===== config.mk =====
export PLATFORM = sky130hd
export DESIGN_NAME = mtf_ctrl
export DESIGN_NICKNAME = d
export VERILOG_FILES = /design/src/hw/rtl/mtf_pkg.sv /design/src/hw/rtl/mtf_ctrl.sv
export SDC_FILE = /design/constraint.sdc
export NUM_CORES = 1
export LEC_CHECK = 0
export BUFFER_PORTS_ARGS = -buffer_cell sky130_fd_sc_hd__buf_2
export CAP_MARGIN = 20
export CORE_AREA = 2 2 39 41
export CTS_BUF_LIST = sky130_fd_sc_hd__clkbuf_8
export DETAILED_ROUTE_END_ITERATION = 16
export DIE_AREA = 0 0 41 43
export RECOVER_POWER = 100
export SETUP_SLACK_MARGIN = 0.3
export SLEW_MARGIN = 30
export SYNTH_ARGS = -nofsm -noshare
export SYNTH_HDL_FRONTEND = slang
export SYNTH_SLANG_ARGS = --single-unit
export TNS_END_PERCENT = 10

===== constraint.sdc =====
create_clock -name clock -period 0.9 [get_ports clock]
set_input_delay 0.045 -clock clock [delete_from_list [all_inputs] [get_ports clock]]
set_output_delay 0.045 -clock clock [all_outputs]
set_load 0.02 [all_outputs]

===== src/hw/rtl/mtf_pkg.sv =====
// shared types and codes for the minimum-tracking queue
// no dependencies; imported by mtf_ctrl, mtf_dpath and min_tracking_fifo_core
package mtf_pkg;

   localparam int unsigned DEF_QUEUE_DEPTH = 1024;
   localparam int unsigned DATA_W = 32;
   localparam int unsigned TOTAL_W = 11;

   // request command codes (6 and 7 mean nothing and answer error)
   typedef enum logic [2:0] {
      CMD_PUSH  = 3'd0,
      CMD_POP   = 3'd1,
      CMD_FRONT = 3'd2,
      CMD_SIZE  = 3'd3,
      CMD_CLEAR = 3'd4,
      CMD_MIN   = 3'd5
   } cmd_type;

   // response kinds
   typedef enum logic [1:0] {
      KIND_OK    = 2'd0,
      KIND_VALUE = 2'd1,
      KIND_ERROR = 2'd2,
      KIND_COUNT = 2'd3
   } kind_type;

   // controller states
   typedef enum logic [1:0] {
      ST_IDLE,
      ST_EXEC,
      ST_SCAN
   } state_type;

   // commands from controller to datapath
   typedef struct packed {
      logic load;
      logic exec;
      logic scan_step;
   } ctrl_type;

   // status from datapath to controller
   typedef struct packed {
      logic scan_needed;
      logic scan_done;
   } status_type;

endpackage


===== src/hw/rtl/mtf_ctrl.sv =====
// controller state machine for the minimum-tracking queue
// depends on mtf_pkg
module mtf_ctrl
   import mtf_pkg::*;
(
   input  logic       clock,
   input  logic       reset,
   input  logic       start,
   input  status_type status,
   output ctrl_type   ctrl,
   output logic       busy
);

   state_type state_ff;
   state_type state_in;

   // state register
   always_ff @(posedge clock) begin
      if (reset) begin
         state_ff <= ST_IDLE;
      end else begin
         state_ff <= state_in;
      end
   end

   // next state
   always_comb begin
      state_in = state_ff;
      case (state_ff)
         ST_IDLE: begin
            if (start) begin
               state_in = ST_EXEC;
            end
         end
         ST_EXEC: begin
            state_in = status.scan_needed ? ST_SCAN : ST_IDLE;
         end
         ST_SCAN: begin
            if (status.scan_done) begin
               state_in = ST_IDLE;
            end
         end
         default: begin
            state_in = ST_IDLE;
         end
      endcase
   end

   // outputs
   always_comb begin
      ctrl = '0;
      busy = 1'b1;
      case (state_ff)
         ST_IDLE: begin
            busy      = 1'b0;
            ctrl.load = start;
         end
         ST_EXEC: begin
            ctrl.exec = 1'b1;
         end
         ST_SCAN: begin
            ctrl.scan_step = 1'b1;
         end
         default: begin
            busy = 1'b1;
         end
      endcase
   end

endmodule


==> impl_metrics.tcl <==
set metrics [dict create \
    wl_um 285 \
    syn_area_per_cell_um2 9.51 \
    arrival_ps 930 \
    drive_gt1_frac 0.818 \
    ant_nets 0 \
    numCtsBuffers 3 \
    cts-root-buf "clkbuf_8" \
    total_power_uw 527 \
    fin_crit_ps 973 \
    die_area_um2 1760 \
    synth-async-reset-ratio 0 \
    ys_warn_count 0 \
    top_register "state_ff" \
    ys_seq_area_frac 0.421 \
    antenna_found_initial 0 \
    start_util 0.0687 \
    yosys-top-cells-count "2 x dfxtp_1, 2 x nor2b_1" \
    synth_fp_nets 15 \
    seqCellArea_um2 45.0 \
    clock_latency_ps 210 \
    grt_pass1_vias 142 \
    drv_slew 0 \
    clockPowerShare 0.652 \
    finalSetupViolCount 3 \
    worst_ir_drop_vdd_uv 364 \
    max_freq_mhz 1030 \
    drcViolationCount 0 \
    whs_path_depth 2 \
    cp_max_fo 4 \
    n_antenna_cell 0 \
    fill_cells 155 \
    final_util 0.189 \
    multi_input_area_um2 75.1 \
    synthFlopType "dfxtp_1" \
    avgRoutedWirePerCell_um 7.50 \
    maxCapViolations 0 \
    p_seq_frac 0.192 \
    largest_reg_flops 2 \
    fin_worst_skew_ps 3.25 \
    timing.hold.worst.class "in -> reg" \
    synth_top_area_cell "dfxtp_1" \
    netlist_instances 10 \
    hold_slack_ps 90.1 \
    synth.area.top_cells "dfxtp_1 42%, nor2b_1 13%, nor3b_2 13%, a32o_1 11%, and2_1 6.6%" \
    fin_crit_sh 1.08 \
    place_ws_ps 72.1 \
    synthToLayoutAreaGrowth_pct 175 \
    core_region_area_um2 1380 \
    synth.distinct_cells 8 \
    rows 14 \
    grt_setup_unrepaired "yes" \
    grt_pass1_wl_um 462 \
    worst_r2r_path_depth 3 \
    slew_headroom 0.890 \
    finalNetCount 29 \
    drt-initial-drc-count 0 \
    cts.sinks 2 \
    p_comb_frac 0.156 \
    crit_path_start "state_ff[1]" \
    tns_ps -170 \
    cp-end-kind "output pin" \
    dieHeight_um 43 \
    swShare 0.194 \
    avgViaCountPerCell 3.24 \
    ys_ff_latch 2 \
    synth_area_um2 95.1 \
    violations "setup timing" \
    place.gp.congestion 0.493 \
    grt_max_degree 5 \
    reg_top3 "state_ff (2)" \
    hold_start "status[1]" \
    required_ps 850 \
    grtUsageTotal 0.0530 \
    p_leak_nw 0.117 \
    tightest_slew_ps 165 \
    startpoint_type "register" \
    ioPinCount 9 \
    timing.rr.start "state_ff[1]" \
    path_clk_slew_ps 20 \
    synth_edf_count 0 \
    worst_slack_ps -72.8 \
    port_buffers 8 \
    chipWidth_um 41 \
    cts_tree "yes" \
    status "complete, but fails checks" \
    path_class "reg -> out" \
    intPower_uw 425 \
    firstDrtPassIters 1 \
    timing.reg2reg.setup_slack_ps 90 \
    vias 123 \
    clk_path_buf_depth 2 \
    htreeDepth 1 \
    power_switching_uw 102 \
    p_per_area_nw_per_um2 2010 \
    synth_top_area_frac 0.421 \
    hold_viol_final 0 \
    overflow 0 \
]
==> layout by cell type, fill, tap and decap left out, drive strengths merged <==
cell type and count:
a32o 1, and2 1, buf 9, clkbuf 3, dfxtp 2, inv 1, nor2 1, nor2b 2
nor3b 1, or2 1
==> metal layers <==
| layer | up-vias | global-route usage | share of wire |
|---|---|---|---|
| met5 | - | 0 | 0 |
| met4 | 0 | 0.120 | 0.077 |
| met3 | 2 | 0.0314 | 0.046 |
| met2 | 6 | 0.0750 | 0.58 |
| met1 | 57 | 0.0159 | 0.29 |
| li1 | 58 | - | - |
==> cell families (layout without fill, tap and decap cells) <==
family | after synthesis | in the layout | share of synthesized area
AOI/OAI and AO/OA | 1 | 1 | 0.105
DFF | 2 | 2 | 0.421
buffers and inverters | 1 | 13 | 0.0394
and+or+nand+nor | 6 | 6 | 0.434
==> final cells by class <==
cell class / instances / area share
flip-flops and latches: 2 / 0.172
multi-input cells: 7 / 0.287
clock buffers: 3 / 0.158
inverters: 1 / 0.0144
repair buffers: 9 / 0.292
well taps: 16 / 0.0766
==> per-stage QoR <==
| stage | instances | area, um^2 |
|---|---|---|
| after floorplan | 10 | 119 |
| after global placement | 34 | 179 |
| after detailed placement | 34 | 179 |
| after CTS | 38 | 262 |
| after global routing | 38 | 262 |
| final | 38 | 262 |
==> critical path, cell delays in order (launching register included) <==
cell and delay, ps:
dfxtp_4 350, or2_4 250, buf_6 130
==> worst paths after layout <==
kind	to
max	busy
min	state_ff[1]
max reg2reg	state_ff[1]
min reg2reg	state_ff[0]
==> what timing repair did <==
| item | in CTS | in global routing |
|---|---|---|
| buffers inserted | 1 | 0 |
| setup endpoints to repair | 6 | 6 |
| pin swaps | 2 | 1 |
| endpoints found under the hold margin | 0 | 0 |
| resized for setup | 11 | 0 |
| hold buffers | 0 | 0 |
==> power by group through the flow <==
| stage | clock network, mW | logic [mW] | registers (mW) |
|---|---|---|---|
| detailed placement | 0 | 0.0603 | 0.104 |
| finish | 0.344 | 0.0822 | 0.101 |
| global placement | 0 | 0.0601 | 0.104 |
| CTS | 0.360 | 0.0831 | 0.101 |
| global route | 0.372 | 0.0888 | 0.102 |
| floorplan | 0 | 0.0395 | 0.103 |
Note: power is estimated with default switching activity, not from simulation.
